**config.mk**
```make
export PLATFORM = sky130hd
export DESIGN_NAME = tftp_windowed_read_client_unit
export DESIGN_NICKNAME = d
export VERILOG_FILES = /design/src/hw/rtl/twrc_pkg.sv /design/src/hw/rtl/tftp_windowed_read_client_unit.sv /design/src/hw/rtl/twrc_cfg.sv /design/src/hw/rtl/twrc_core.sv /design/src/hw/rtl/twrc_outq.sv
export SDC_FILE = /design/constraint.sdc
export NUM_CORES = 2
export LEC_CHECK = 0
export BUFFER_PORTS_ARGS = -buffer_cell sky130_fd_sc_hd__buf_2
export CORE_UTILIZATION = 45
export DETAILED_ROUTE_END_ITERATION = 16
export SLEW_MARGIN = 40
export SYNTH_ARGS = -nofsm -noshare
export SYNTH_HDL_FRONTEND = slang
export SYNTH_HIERARCHICAL = 1
export SYNTH_SLANG_ARGS = --single-unit
export TNS_END_PERCENT = 10
```
**constraint.sdc**
```tcl
create_clock -name clk -period 18 [get_ports clk]
set_input_delay 3.6 -clock clk [delete_from_list [all_inputs] [get_ports clk]]
set_output_delay 3.6 -clock clk [all_outputs]
set_load 0.005 [all_outputs]
```
**src/hw/rtl/twrc_pkg.sv**
```systemverilog
// Shared types, codes and constants of the TFTP windowed read client.
package twrc_pkg;

  // Protocol constants
  localparam logic [10:0] MAX_BLOCK       = 11'd1468;
  localparam logic [3:0]  MAX_WINDOW      = 4'd8;
  localparam logic [15:0] WELL_KNOWN_PORT = 16'd69;
  localparam logic [10:0] DEFAULT_BLOCK   = 11'd512;
  localparam logic [15:0] TID_PORT_BASE   = 16'd20069;
  localparam logic [10:0] MIN_BLOCK       = 11'd8;
  localparam logic [3:0]  RETRY_RESET     = 4'd4;

  // Result queue sizing: one event yields at most three results
  localparam int QDEPTH  = 4;
  localparam int QAW     = $clog2(QDEPTH);
  localparam int MAX_RES = 3;

  // Configuration port
  localparam int CFG_AW = 4;
  localparam logic [1:0] REG_CAPACITY = 2'd0;
  localparam logic [1:0] REG_SERVER   = 2'd1;
  localparam logic [1:0] REG_RETRY    = 2'd2;

  // Event kinds
  localparam logic [2:0] KIND_START   = 3'd0;
  localparam logic [2:0] KIND_TIMEOUT = 3'd1;
  localparam logic [2:0] KIND_DATA    = 3'd2;
  localparam logic [2:0] KIND_ERROR   = 3'd3;
  localparam logic [2:0] KIND_OACK    = 3'd4;

  // Result actions
  localparam logic [2:0] ACT_REQ_OPT   = 3'd0;
  localparam logic [2:0] ACT_REQ_PLAIN = 3'd1;
  localparam logic [2:0] ACT_ACK       = 3'd2;
  localparam logic [2:0] ACT_STORE     = 3'd3;
  localparam logic [2:0] ACT_REPORT    = 3'd4;
  localparam logic [2:0] ACT_DONE      = 3'd5;
  localparam logic [2:0] ACT_FAILED    = 3'd6;

  // Failure status
  localparam logic [2:0] ST_OK         = 3'd0;
  localparam logic [2:0] ST_NO_ANSWER  = 3'd1;
  localparam logic [2:0] ST_REFUSED    = 3'd2;
  localparam logic [2:0] ST_TOO_LARGE  = 3'd3;
  localparam logic [2:0] ST_INCOMPLETE = 3'd4;

  typedef struct packed {
    logic [2:0]  kind;
    logic [15:0] block_number;
    logic [10:0] payload_length;
    logic [15:0] source_port;
    logic [31:0] granted_tsize;
    logic [31:0] granted_blksize;
    logic [31:0] granted_window;
  } in_item_t;

  typedef struct packed {
    logic [2:0]  action;
    logic [15:0] ack_block;
    logic [15:0] dest_port;
    logic [15:0] own_port;
    logic [31:0] write_offset;
    logic [31:0] byte_count;
    logic [2:0]  status;
    logic        last;
  } result_t;

  typedef struct packed {
    logic [1:0]             n;
    result_t [MAX_RES-1:0]  res;
  } push_t;

  typedef struct packed {
    logic [31:0] buffer_capacity;
    logic [31:0] server_address;
    logic [3:0]  retry_limit;
  } cfg_t;

  function automatic result_t make_res(logic [2:0] action, logic [15:0] ack_block,
                                       logic [15:0] dest_port, logic [15:0] own_port,
                                       logic [31:0] write_offset, logic [31:0] byte_count,
                                       logic [2:0] status);
    result_t r;
    r.action       = action;
    r.ack_block    = ack_block;
    r.dest_port    = dest_port;
    r.own_port     = own_port;
    r.write_offset = write_offset;
    r.byte_count   = byte_count;
    r.status       = status;
    r.last         = 1'b0;
    return r;
  endfunction

endpackage

```
**src/hw/rtl/tftp_windowed_read_client_unit.sv**
```systemverilog
// Top level of the TFTP windowed read client.
//
// Each input item (start, timeout, or a classified packet) is registered, then
// processed in a single pass against the transfer state; it yields zero to three
// result items, written together into a four-entry result queue that sends one
// item per cycle while the output is ready. An item whose work leaves at most
// one result can follow in every cycle while the output is ready; the input
// stalls only while the queue holds fewer than three free entries. The first
// result of an item passes through the input register and then the result
// queue, and waits in the input register while the queue lacks room.
// No clearing pass follows reset.
module tftp_windowed_read_client_unit
  import twrc_pkg::*;
(
  input  logic              clk,
  input  logic              rst_n,
  // Input channel
  input  logic              in_valid,
  output logic              in_ready,
  input  logic [2:0]        in_kind,
  input  logic [15:0]       in_block_number,
  input  logic [10:0]       in_payload_length,
  input  logic [15:0]       in_source_port,
  input  logic [31:0]       in_granted_tsize,
  input  logic [31:0]       in_granted_blksize,
  input  logic [31:0]       in_granted_window,
  // Result channel
  output logic              out_valid,
  input  logic              out_ready,
  output logic [2:0]        out_action,
  output logic [15:0]       out_ack_block,
  output logic [15:0]       out_dest_port,
  output logic [15:0]       out_own_port,
  output logic [31:0]       out_write_offset,
  output logic [31:0]       out_byte_count,
  output logic [2:0]        out_status,
  output logic              out_last,
  // Configuration port
  input  logic              psel,
  input  logic              penable,
  input  logic              pwrite,
  input  logic [CFG_AW-1:0] paddr,
  input  logic [31:0]       pwdata,
  output logic [31:0]       prdata,
  output logic              pready
);

  cfg_t     cfg;
  in_item_t in_item;
  push_t    push;
  logic     push_en;
  logic     room;
  result_t  out_item;

  // Gather the input fields
  assign in_item.kind            = in_kind;
  assign in_item.block_number    = in_block_number;
  assign in_item.payload_length  = in_payload_length;
  assign in_item.source_port     = in_source_port;
  assign in_item.granted_tsize   = in_granted_tsize;
  assign in_item.granted_blksize = in_granted_blksize;
  assign in_item.granted_window  = in_granted_window;

  twrc_cfg u_cfg (
    .clk     (clk),
    .rst_n   (rst_n),
    .psel    (psel),
    .penable (penable),
    .pwrite  (pwrite),
    .paddr   (paddr),
    .pwdata  (pwdata),
    .prdata  (prdata),
    .pready  (pready),
    .cfg     (cfg)
  );

  twrc_core u_core (
    .clk      (clk),
    .rst_n    (rst_n),
    .in_valid (in_valid),
    .in_ready (in_ready),
    .in_item  (in_item),
    .cfg      (cfg),
    .room     (room),
    .push_en  (push_en),
    .push     (push)
  );

  twrc_outq u_outq (
    .clk       (clk),
    .rst_n     (rst_n),
    .push_en   (push_en),
    .push      (push),
    .room      (room),
    .out_valid (out_valid),
    .out_ready (out_ready),
    .out_item  (out_item)
  );

  // Spread the result fields
  assign out_action       = out_item.action;
  assign out_ack_block    = out_item.ack_block;
  assign out_dest_port    = out_item.dest_port;
  assign out_own_port     = out_item.own_port;
  assign out_write_offset = out_item.write_offset;
  assign out_byte_count   = out_item.byte_count;
  assign out_status       = out_item.status;
  assign out_last         = out_item.last;

endmodule

```
**src/hw/rtl/twrc_cfg.sv**
```systemverilog
// Configuration registers behind the APB-style port.
module twrc_cfg
  import twrc_pkg::*;
(
  input  logic              clk,
  input  logic              rst_n,
  input  logic              psel,
  input  logic              penable,
  input  logic              pwrite,
  input  logic [CFG_AW-1:0] paddr,
  input  logic [31:0]       pwdata,
  output logic [31:0]       prdata,
  output logic              pready,
  output cfg_t              cfg
);

  logic [31:0] capacity_r;
  logic [31:0] server_r;
  logic [3:0]  retry_r;
  logic        wr_en;
  logic [1:0]  reg_idx;

  assign pready  = 1'b1;
  assign wr_en   = psel & penable & pwrite;
  assign reg_idx = paddr[CFG_AW-1:2];

  // Write registers on the access cycle
  always_ff @(posedge clk) begin
    if (!rst_n) begin
      capacity_r <= 32'd0;
      server_r   <= 32'd0;
      retry_r    <= RETRY_RESET;
    end else if (wr_en) begin
      unique case (reg_idx)
        REG_CAPACITY: capacity_r <= pwdata;
        REG_SERVER:   server_r   <= pwdata;
        REG_RETRY:    retry_r    <= pwdata[3:0];
        default: ;
      endcase
    end
  end

  // Read back
  always_comb begin
    unique case (reg_idx)
      REG_CAPACITY: prdata = capacity_r;
      REG_SERVER:   prdata = server_r;
      REG_RETRY:    prdata = {28'd0, retry_r};
      default:      prdata = 32'd0;
    endcase
  end

  assign cfg.buffer_capacity = capacity_r;
  assign cfg.server_address  = server_r;
  assign cfg.retry_limit     = retry_r;

endmodule

```
**src/hw/rtl/twrc_core.sv**
```systemverilog
// Input register, transfer state and the single-pass event logic.
module twrc_core
  import twrc_pkg::*;
(
  input  logic     clk,
  input  logic     rst_n,
  input  logic     in_valid,
  output logic     in_ready,
  input  in_item_t in_item,
  input  cfg_t     cfg,
  input  logic     room,
  output logic     push_en,
  output push_t    push
);

  // Input stage
  logic     s1_valid_r;
  in_item_t s1_item_r;
  logic     s1_go;

  // Transfer state
  logic        active_r,   active_nxt;
  logic [15:0] exp_r,      exp_nxt;
  logic [31:0] bytes_r,    bytes_nxt;
  logic [15:0] peer_r,     peer_nxt;
  logic [15:0] rport_r,    rport_nxt;
  logic [10:0] nblock_r,   nblock_nxt;
  logic [3:0]  nwin_r,     nwin_nxt;
  logic [3:0]  bsa_r,      bsa_nxt;
  logic [31:0] promised_r, promised_nxt;
  logic        opt_r,      opt_nxt;
  logic        resend_r,   resend_nxt;
  logic [3:0]  tc_r,       tc_nxt;

  push_t push_c;

  assign s1_go    = s1_valid_r & room;
  assign in_ready = ~s1_valid_r | s1_go;
  assign push_en  = s1_go;
  assign push     = push_c;

  // Repeat the request, or the pending acknowledgement
  function automatic result_t speak_res(logic [15:0] exp, logic [31:0] bytes,
                                        logic [15:0] peer, logic opt, logic [15:0] rport);
    result_t r;
    if (exp == 16'd1 && bytes == 32'd0 && peer == WELL_KNOWN_PORT) begin
      r = make_res(opt ? ACT_REQ_OPT : ACT_REQ_PLAIN, 16'd0, WELL_KNOWN_PORT, rport,
                   32'd0, 32'd0, ST_OK);
    end else begin
      r = make_res(ACT_ACK, exp - 16'd1, peer, rport, 32'd0, 32'd0, ST_OK);
    end
    return r;
  endfunction

  // Event logic: next state and up to three results
  always_comb begin
    logic [1:0]  n;
    logic [10:0] len_c;
    logic [32:0] sum;
    logic [15:0] rp1;

    active_nxt   = active_r;
    exp_nxt      = exp_r;
    bytes_nxt    = bytes_r;
    peer_nxt     = peer_r;
    rport_nxt    = rport_r;
    nblock_nxt   = nblock_r;
    nwin_nxt     = nwin_r;
    bsa_nxt      = bsa_r;
    promised_nxt = promised_r;
    opt_nxt      = opt_r;
    resend_nxt   = resend_r;
    tc_nxt       = tc_r;
    push_c       = '0;
    n            = 2'd0;
    len_c        = (s1_item_r.payload_length > MAX_BLOCK) ? MAX_BLOCK
                                                          : s1_item_r.payload_length;
    sum          = {1'b0, bytes_r} + {22'd0, len_c};
    rp1          = 16'd0;

    if (s1_item_r.kind == KIND_START) begin
      // Clear the transfer and open a new one if a server address is set
      active_nxt   = 1'b0;
      exp_nxt      = 16'd1;
      bytes_nxt    = 32'd0;
      peer_nxt     = WELL_KNOWN_PORT;
      nblock_nxt   = DEFAULT_BLOCK;
      nwin_nxt     = 4'd1;
      bsa_nxt      = 4'd0;
      promised_nxt = 32'd0;
      opt_nxt      = 1'b1;
      resend_nxt   = 1'b0;
      tc_nxt       = 4'd0;
      if (cfg.server_address == 32'd0) begin
        push_c.res[0] = make_res(ACT_FAILED, 16'd0, 16'd0, 16'd0, 32'd0, 32'd0,
                                 ST_NO_ANSWER);
        n = 2'd1;
      end else begin
        rp1 = ((rport_r == 16'd0) ? TID_PORT_BASE : rport_r) + 16'd1;
        rport_nxt  = (rp1 < TID_PORT_BASE) ? TID_PORT_BASE : rp1;
        active_nxt = 1'b1;
        push_c.res[0] = make_res(ACT_REQ_OPT, 16'd0, WELL_KNOWN_PORT, rport_nxt,
                                 32'd0, 32'd0, ST_OK);
        n = 2'd1;
      end
    end else if (active_r) begin
      unique case (s1_item_r.kind)
        KIND_TIMEOUT: begin
          tc_nxt = (tc_r < 4'd15) ? tc_r + 4'd1 : tc_r;
          if (tc_nxt >= cfg.retry_limit) begin
            if (opt_r && bytes_r == 32'd0) begin
              // Fall back to a plain request
              opt_nxt = 1'b0;
              tc_nxt  = 4'd0;
              push_c.res[0] = speak_res(exp_r, bytes_r, peer_r, 1'b0, rport_r);
            end else begin
              active_nxt = 1'b0;
              push_c.res[0] = make_res(ACT_FAILED, 16'd0, 16'd0, 16'd0, 32'd0, 32'd0,
                                       ST_NO_ANSWER);
            end
          end else begin
            bsa_nxt = 4'd0;
            push_c.res[0] = speak_res(exp_r, bytes_r, peer_r, opt_r, rport_r);
          end
          n = 2'd1;
        end
        KIND_DATA: begin
          tc_nxt   = 4'd0;
          peer_nxt = s1_item_r.source_port;
          if (s1_item_r.block_number != exp_r) begin
            // Ask for a resend only once
            if (!resend_r) begin
              resend_nxt = 1'b1;
              bsa_nxt    = 4'd0;
              push_c.res[0] = speak_res(exp_r, bytes_r, peer_nxt, opt_r, rport_r);
              n = 2'd1;
            end
          end else begin
            resend_nxt = 1'b0;
            if (sum > {1'b0, cfg.buffer_capacity}) begin
              active_nxt = 1'b0;
              push_c.res[0] = make_res(ACT_FAILED, 16'd0, 16'd0, 16'd0, 32'd0, 32'd0,
                                       ST_TOO_LARGE);
              n = 2'd1;
            end else begin
              push_c.res[0] = make_res(ACT_STORE, 16'd0, 16'd0, 16'd0, bytes_r,
                                       {21'd0, len_c}, ST_OK);
              n         = 2'd1;
              bytes_nxt = sum[31:0];
              exp_nxt   = exp_r + 16'd1;
              bsa_nxt   = (bsa_r < 4'd15) ? bsa_r + 4'd1 : bsa_r;
              if (len_c < nblock_r) begin
                // Short block ends the transfer
                push_c.res[1] = make_res(ACT_ACK, exp_r, peer_nxt, rport_r, 32'd0,
                                         32'd0, ST_OK);
                active_nxt = 1'b0;
                if (promised_r != 32'd0 && bytes_nxt != promised_r) begin
                  push_c.res[2] = make_res(ACT_FAILED, 16'd0, 16'd0, 16'd0, 32'd0,
                                           32'd0, ST_INCOMPLETE);
                end else begin
                  push_c.res[2] = make_res(ACT_DONE, 16'd0, 16'd0, 16'd0, 32'd0,
                                           bytes_nxt, ST_OK);
                end
                n = 2'd3;
              end else if (bsa_nxt >= nwin_r) begin
                // Acknowledge once per window
                bsa_nxt = 4'd0;
                push_c.res[1] = speak_res(exp_nxt, bytes_nxt, peer_nxt, opt_r, rport_r);
                n = 2'd2;
              end
            end
          end
        end
        KIND_ERROR: begin
          tc_nxt     = 4'd0;
          active_nxt = 1'b0;
          push_c.res[0] = make_res(ACT_FAILED, 16'd0, 16'd0, 16'd0, 32'd0, 32'd0,
                                   ST_REFUSED);
          n = 2'd1;
        end
        KIND_OACK: begin
          tc_nxt   = 4'd0;
          peer_nxt = s1_item_r.source_port;
          if (s1_item_r.granted_tsize != 32'd0) begin
            promised_nxt = s1_item_r.granted_tsize;
            push_c.res[0] = make_res(ACT_REPORT, 16'd0, 16'd0, 16'd0, 32'd0,
                                     s1_item_r.granted_tsize, ST_OK);
            n = 2'd1;
          end
          if (s1_item_r.granted_blksize >= {21'd0, MIN_BLOCK} &&
              s1_item_r.granted_blksize <= {21'd0, MAX_BLOCK}) begin
            nblock_nxt = s1_item_r.granted_blksize[10:0];
          end
          if (s1_item_r.granted_window >= 32'd1 &&
              s1_item_r.granted_window <= {28'd0, MAX_WINDOW}) begin
            nwin_nxt = s1_item_r.granted_window[3:0];
          end
          if (n == 2'd0) begin
            push_c.res[0] = make_res(ACT_ACK, 16'd0, peer_nxt, rport_r, 32'd0, 32'd0,
                                     ST_OK);
          end else begin
            push_c.res[1] = make_res(ACT_ACK, 16'd0, peer_nxt, rport_r, 32'd0, 32'd0,
                                     ST_OK);
          end
          n       = n + 2'd1;
          bsa_nxt = 4'd0;
        end
        default: begin
          tc_nxt = 4'd0;
        end
      endcase
    end

    // Mark the final result of this item
    case (n)
      2'd1:    push_c.res[0].last = 1'b1;
      2'd2:    push_c.res[1].last = 1'b1;
      2'd3:    push_c.res[2].last = 1'b1;
      default: ;
    endcase
    push_c.n = n;
  end

  // Hold the input item and the transfer state
  always_ff @(posedge clk) begin
    if (!rst_n) begin
      s1_valid_r <= 1'b0;
      active_r   <= 1'b0;
      exp_r      <= 16'd1;
      bytes_r    <= 32'd0;
      peer_r     <= WELL_KNOWN_PORT;
      rport_r    <= 16'd0;
      nblock_r   <= DEFAULT_BLOCK;
      nwin_r     <= 4'd1;
      bsa_r      <= 4'd0;
      promised_r <= 32'd0;
      opt_r      <= 1'b1;
      resend_r   <= 1'b0;
      tc_r       <= 4'd0;
    end else begin
      if (in_ready) begin
        s1_valid_r <= in_valid;
      end
      if (s1_go) begin
        active_r   <= active_nxt;
        exp_r      <= exp_nxt;
        bytes_r    <= bytes_nxt;
        peer_r     <= peer_nxt;
        rport_r    <= rport_nxt;
        nblock_r   <= nblock_nxt;
        nwin_r     <= nwin_nxt;
        bsa_r      <= bsa_nxt;
        promised_r <= promised_nxt;
        opt_r      <= opt_nxt;
        resend_r   <= resend_nxt;
        tc_r       <= tc_nxt;
      end
    end
  end

  // Capture the payload of an accepted item
  always_ff @(posedge clk) begin
    if (in_valid && in_ready) begin
      s1_item_r <= in_item;
    end
  end

endmodule

```
**src/hw/rtl/twrc_outq.sv**
```systemverilog
// Result queue: takes up to three results per cycle, delivers one per cycle while the output is ready.
module twrc_outq
  import twrc_pkg::*;
(
  input  logic    clk,
  input  logic    rst_n,
  input  logic    push_en,
  input  push_t   push,
  output logic    room,
  output logic    out_valid,
  input  logic    out_ready,
  output result_t out_item
);

  result_t      q_r [QDEPTH];
  logic [QAW-1:0] wr_ptr_r;
  logic [QAW-1:0] rd_ptr_r;
  logic [QAW:0]   count_r;
  logic           pop;
  logic [QAW:0]   count_after_pop;
  logic [1:0]     n_push;

  assign out_valid       = (count_r != '0);
  assign out_item        = q_r[rd_ptr_r];
  assign pop             = out_valid & out_ready;
  assign count_after_pop = count_r - {{QAW{1'b0}}, pop};
  assign room            = (count_after_pop <= (QAW+1)'(QDEPTH - MAX_RES));
  assign n_push          = push_en ? push.n : 2'd0;

  // Write the new results in order
  always_ff @(posedge clk) begin
    for (int k = 0; k < MAX_RES; k++) begin
      if (k < int'(n_push)) begin
        q_r[wr_ptr_r + QAW'(k)] <= push.res[k];
      end
    end
  end

  // Advance pointers and the fill count
  always_ff @(posedge clk) begin
    if (!rst_n) begin
      wr_ptr_r <= '0;
      rd_ptr_r <= '0;
      count_r  <= '0;
    end else begin
      wr_ptr_r <= wr_ptr_r + QAW'(n_push);
      if (pop) begin
        rd_ptr_r <= rd_ptr_r + QAW'(1);
      end
      count_r <= count_after_pop + (QAW+1)'(n_push);
    end
  end

endmodule

```
Word-level counts from Yosys, hierarchy flattened
Memory sizes are Yosys's and may differ from the RTL's. A register that Yosys moved wholly into a read port is not among the register bits.
Index checks and enable logic that the tools add are counted.
{ "classes": {"add_sub_neg": 14, "bitwise_logic": 7, "mux": 113, "order_cmp": 16, "n_reduce_logical": 46, "n_eq_ne": 20} }
{ "op_table": {"columns": ["op", "n"], "rows": [
  ["$mux W119", 16],
  ["$mux W238", 3],
  ["$pmux W119 S4", 1],
  ["$mux W357", 1],
  ["$mux W118", 3],
  ["$mux W32", 9],
  ["$pmux W119 S2", 1],
  ["$mux W16", 10],
  ["$logic_not A32 Y1", 3],
  ["$pmux W32 S3", 1],
  ["$mux W4", 19],
  ["$reduce_bool A32 Y1", 2],
  ["$mux W11", 5],
  ["$add A32 B11 Y33", 1],
  ["$gt A33 B32 Y1", 1],
  ["$add A16 B1 Y16 const B", 2],
  ["$eq A16 B1 Y1 const B", 2],
  ["$eq A16 B7 Y1 const B", 2],
  ["$ge A32 B1 Y1 const B", 1],
  ["$ge A32 B4 Y1 const B", 1],
  ["$le A32 B11 Y1 const B", 1],
  ["$le A32 B4 Y1 const B", 1],
  ["$ne A32 B32 Y1", 1],
  ["$sub A16 B1 Y16 const B", 2],
  ["45 further kinds", 127]
]} }
{ "word_totals": {"mem_bits_rw": 476, "output_inout_bits": 154, "mem_count": 1, "wordCells": 243, "regBits": 356, "inputBits": 185} }
{ "mem_list": {"columns": ["memory", "words", "word_bits", "read_ports", "rd_ports_with_merged_regs", "wr", "line", "text"], "rows": [
  ["u_outq.q_r", 4, 119, 1, 1, 3, "twrc_outq.sv:15", "result_t q_r [QDEPTH];"]
]} }

Depth between registers and ports, before layout
{ "logic_depth": {"ltp_word": 15, "depth_mapped": 30, "depth_no_buf": 26} }

Cells and area by module
The synthesis kept the hierarchy.
{ "modules_own_cells": {"columns": ["mod", "area_each_um2", "n_inst", "cells_per_inst", "seq_area_each_um2"], "rows": [
  ["twrc_outq", 29597.1, 1, 1744, 14473.9],
  ["twrc_core", 19381.1, 1, 2277, 7046.8],
  ["twrc_cfg", 3158.0, 1, 340, 1361.3]
]} }

Worst setup path after synthesis
Ideal clock, no wire load.
{ "synth_timing": {"path_type": "reg2reg", "start": "register u_core/s1_item_r[118] (netlist name)", "end": "memory u_outq/q_r[2][0] (netlist name), enable pin", "setup_time_ps": 774, "path_buffers": 1, "period_less_slack_ps": 14926, "path_stages_with_launch": 25, "arrival_time_ps": 14153, "required_time_ps": 17226, "path_slack_ps": 3074, "path_cell_list": "edfxtp_1 a41o_1 a31o_2 nand2_1 nand2b_1 ha_1 buf_2 a21o_1 a221oi_4 a211o_1 a21oi_1 a311oi_1 inv_1 ha_1 a21oi_1 o21ai_0 o31ai_1 a31o_2 o21ba_2 o311ai_1 nand3_1 a22oi_1 o21a_1 nor2_1 a211oi_1"} }
{ "synth_lines": {"columns": ["item", "line", "text"], "rows": [
  ["from (decl)", "twrc_core.sv:18", "in_item_t s1_item_r;"],
  ["from (signal assigned)", "twrc_core.sv:264", "s1_item_r <= in_item;"],
  ["to (decl)", "twrc_outq.sv:15", null]
]} }

==> metrics <==
total wire length=roughly 160 mm; worst hold path type=reg -> reg; most common cell in the synthesized netlist=mux2_2; DR WL/cell=25.3 um; Gate Count Post-Synth=4361; port bufs=roughly 340; DR pass1 iterations=13; Placement Setup Slack=~8.6 ns; Tcrit/Tclk final=a little over half; largest family of logic cells by synthesized area=multiplexers; met3 usage=under 10%; met2 usage=between 40% and 50%; post-route cell area=a little under 60000 um^2; FILL cells=~10000; mux contribution to synthesized area=roughly 29%; GRT overflow=0; Distinct cells, synth=around 110; cts-stage hold buffer count=0; drc violations=10; Post-CTS Setup Inserts=0; Finished Layout Cells=between 6000 and 7000; TritonCTS buffer count=between 90 and 100; Setup TNS Final=0 ns; register area share after synthesis=roughly 44%; antenna viol nets, final=0; total die area=117000 um^2; CP arrival=9.90 ns; GP Congestion=0.967; Synth Area in XOR/XNOR=roughly 2%; Worst slew margin=39.1%; synthesized area=between 50000 and 60000 um^2; vias=35900; Skew-Pair Late Insertion Delay=0.70 ns; max-slew violations=0; Area contributors post-synth=edfxtp_1 (36%), mux2_2 (18%), dfxtp_1 (8.3%); detailed router's first-iteration violation count=about 2600; dpl cells=around 6000; main flop type after synthesis=edfxtp_1; CTS tree=built; initial core utilization=between 40 and 50%; # nets final=about 4800; Power Density=about 84 nW/um^2; initial antenna violation count=12; final setup vio count=0; Seq cells post-synth=about 830; core box area=approximately 110000 um^2; DP Area=54300 um^2; fraction of the mapped netlist area in simple logic gates=about a tenth; Setup CP Type=reg -> reg; syn avg cell area=~12 um^2; synth warn=6; setup ws final=about 8.4 ns; Adder-Cell Fraction of Synth Area=1.73%; run status=finished, violations left; Die Y=around 340 um; Tot Pwr=4.81 mW; maximum vdd drop=0.0985 mV; worst path required time=about 18 ns; failing checks=design-rule violations; clock buffer depth=3; Post-synth ARST share=0%; H-tree Lvls=3; CTS clk-pin slew, worst paths=~0.06 ns; RSZ-0062 raised after global routing=no; number of global-route vias before repair=35800; Compound-Gate Fraction of Synth Area=6.58%; num rows=124; maximum fanout along the worst path=36; synth cell count leaders=mux2_2 (850), edfxtp_1 (618), nand2_1 (259), dfxtp_1 (216), nor2_1 (212); Root Driver=clkbuf_16; die width=around 340 um; pin slew with the least headroom to its limit=roughly 0.9 ns; share of cells above drive strength 1=a little under two fifths; Post-synth EDFFs=approximately 620; Peak Freq=roughly 100 MHz; Layout Skew=0.0288 ns; clk sinks=between 800 and 900; via density per instance=5.81; I/O pin total=339; post-CTS sizing=0; Area growth syn-to-layout=10.5%; largest net degree at the start of global routing=94; fin crit period=9.58 ns; Yosys top cell area share=a little over a third; total track usage=roughly a quarter; busiest grt layer=met2; global-route wire length before repair=approximately 230 mm; Fin. Hold Viols=0; HPWL after detailed placement=approximately 100 mm; GR met1 Demand/Resource=between 30% and 40%; crit start category=flip-flop; maxcap violations=0; Yosys top cell by area=edfxtp_1; standby leakage power=22.5 nW; CP Capture Type=flip-flop
[cell usage in the layout, fill, tap and decap left out, drive strengths merged, types with 33 or more instances in the layout]
cell type and instances:
dfxtp 216, a21oi 102, a21boi 45, buf 427, nand3 135, edfxtp 618
a22oi 33, nor2 232, clkbuf 130, mux4 119, and3 39, conb 152
nand2 259, nand4 48, nor3 50, inv 124, nor4 69, clkinv 36
xor2 37, o21ai 104, ha 68, mux2i 112, xnor2 73, and2 101
mux2 955
[stage by stage]
step / hold slack [ns] / util, %
6_report: 0.468 / 50.2
5_1_grt: 0.490 / 50.2
4_1_cts: 0.471 / 50.2
3_5_place_dp: 0.462 / 47.4
3_3_place_gp: 0.456 / 47.2
2_1_floorplan: 0.445 / -
[registers in the layout, summed over array words and instances, names as in the netlist, 3 cells and up, named ones only]
signal / cells
u_cfg/retry_r: 4
u_cfg/server_r: 32
u_outq/q_r: 476
u_cfg/capacity_r: 32
u_core/bytes_r: 32
u_outq/count_r: 3
u_core/nblock_r: 11
u_core/s1_item_r: 142
u_core/tc_r: 4
u_core/rport_r: 16
u_core/nwin_r: 4
u_core/bsa_r: 4
u_core/exp_r: 16
u_core/promised_r: 32
u_core/peer_r: 16
[final timing paths]
kind,from,endpoint,slack [ns],depth (start not counted)
setup / recovery,u_core/s1_item_r[118]$_DFFE_PP_,u_outq/q_r[1][37]$_DFFE_PP_,8.42,26
hold / removal,u_core/nblock_r[7]$_SDFFE_PN0P_,u_core/nblock_r[7]$_SDFFE_PN0P_,0.47,2
hold reg to reg,u_core/nblock_r[7]$_SDFFE_PN0P_,u_core/nblock_r[7]$_SDFFE_PN0P_,0.47,2
setup reg to reg,u_core/s1_item_r[118]$_DFFE_PP_,u_outq/q_r[1][37]$_DFFE_PP_,8.42,26
[routing by layer]
metal	share of wire (%)	vias to the layer above	routed length (um)
li1	-	16500	-
met1	43	17900	66800
met2	47	1176	74200
met3	6.3	259	9780
met4	3.5	2	5520
met5	0.0077	-	12
[kinds of logic (layout without fill, tap and decap cells)]
logic type,Yosys count,in the layout
AOI/OAI and AO/OA,503,503
xor gates and xnor gates,114,114
adders and majority gates,71,71
buffers and inverters,583,733
DFF,834,834
muxes,1186,1186
other,2,160
and+or+nand+nor,1068,1068
[worst max-delay path, cell delays in order, from the launching register on]
cell and delay, ns:
edfxtp_1 0.53, a41o_1 0.27, a31o_2 0.25, nand2_1 0.17, nand2b_1 0.22, ha_1 0.44
a21o_1 0.26, a221oi_4 0.54, o21ai_0 0.38, o21ai_1 0.73, xnor2_1 0.37, ha_1 0.40
nand4_1 0.12, nor4_1 0.34, nand3_1 0.15, nor2_1 0.11, nor4b_1 0.33, a221oi_1 0.18
a21oi_2 0.61, o21ai_2 0.08, buf_4 0.24, inv_1 0.35, inv_1 0.08, maj3_1 0.38
nor2b_4 0.46, buf_4 0.53, buf_4 0.61
[where the power goes]
group	total [mW]	leakage (nW)	switching (mW)	internal (mW)
logic	0.636	13.9	0.364	0.271
clock network	2.01	1.56	0.814	1.19
registers	2.17	7.05	0.0541	2.11
[final cells by class]
type	instances	area [um^2]	share of cell area [%]
Multi-Input combinational cell	3094	26600	46.2
Timing Repair Buffer	427	2540	4.42
Antenna cell	8	20.0	0.0347
Inverter	124	468	0.812
Clock buffer	130	2670	4.63
Clock inverter	52	544	0.945
Tap cell	1512	1890	3.28
Sequential cell	834	22900	39.7
(Power assumes the default switching activity.)
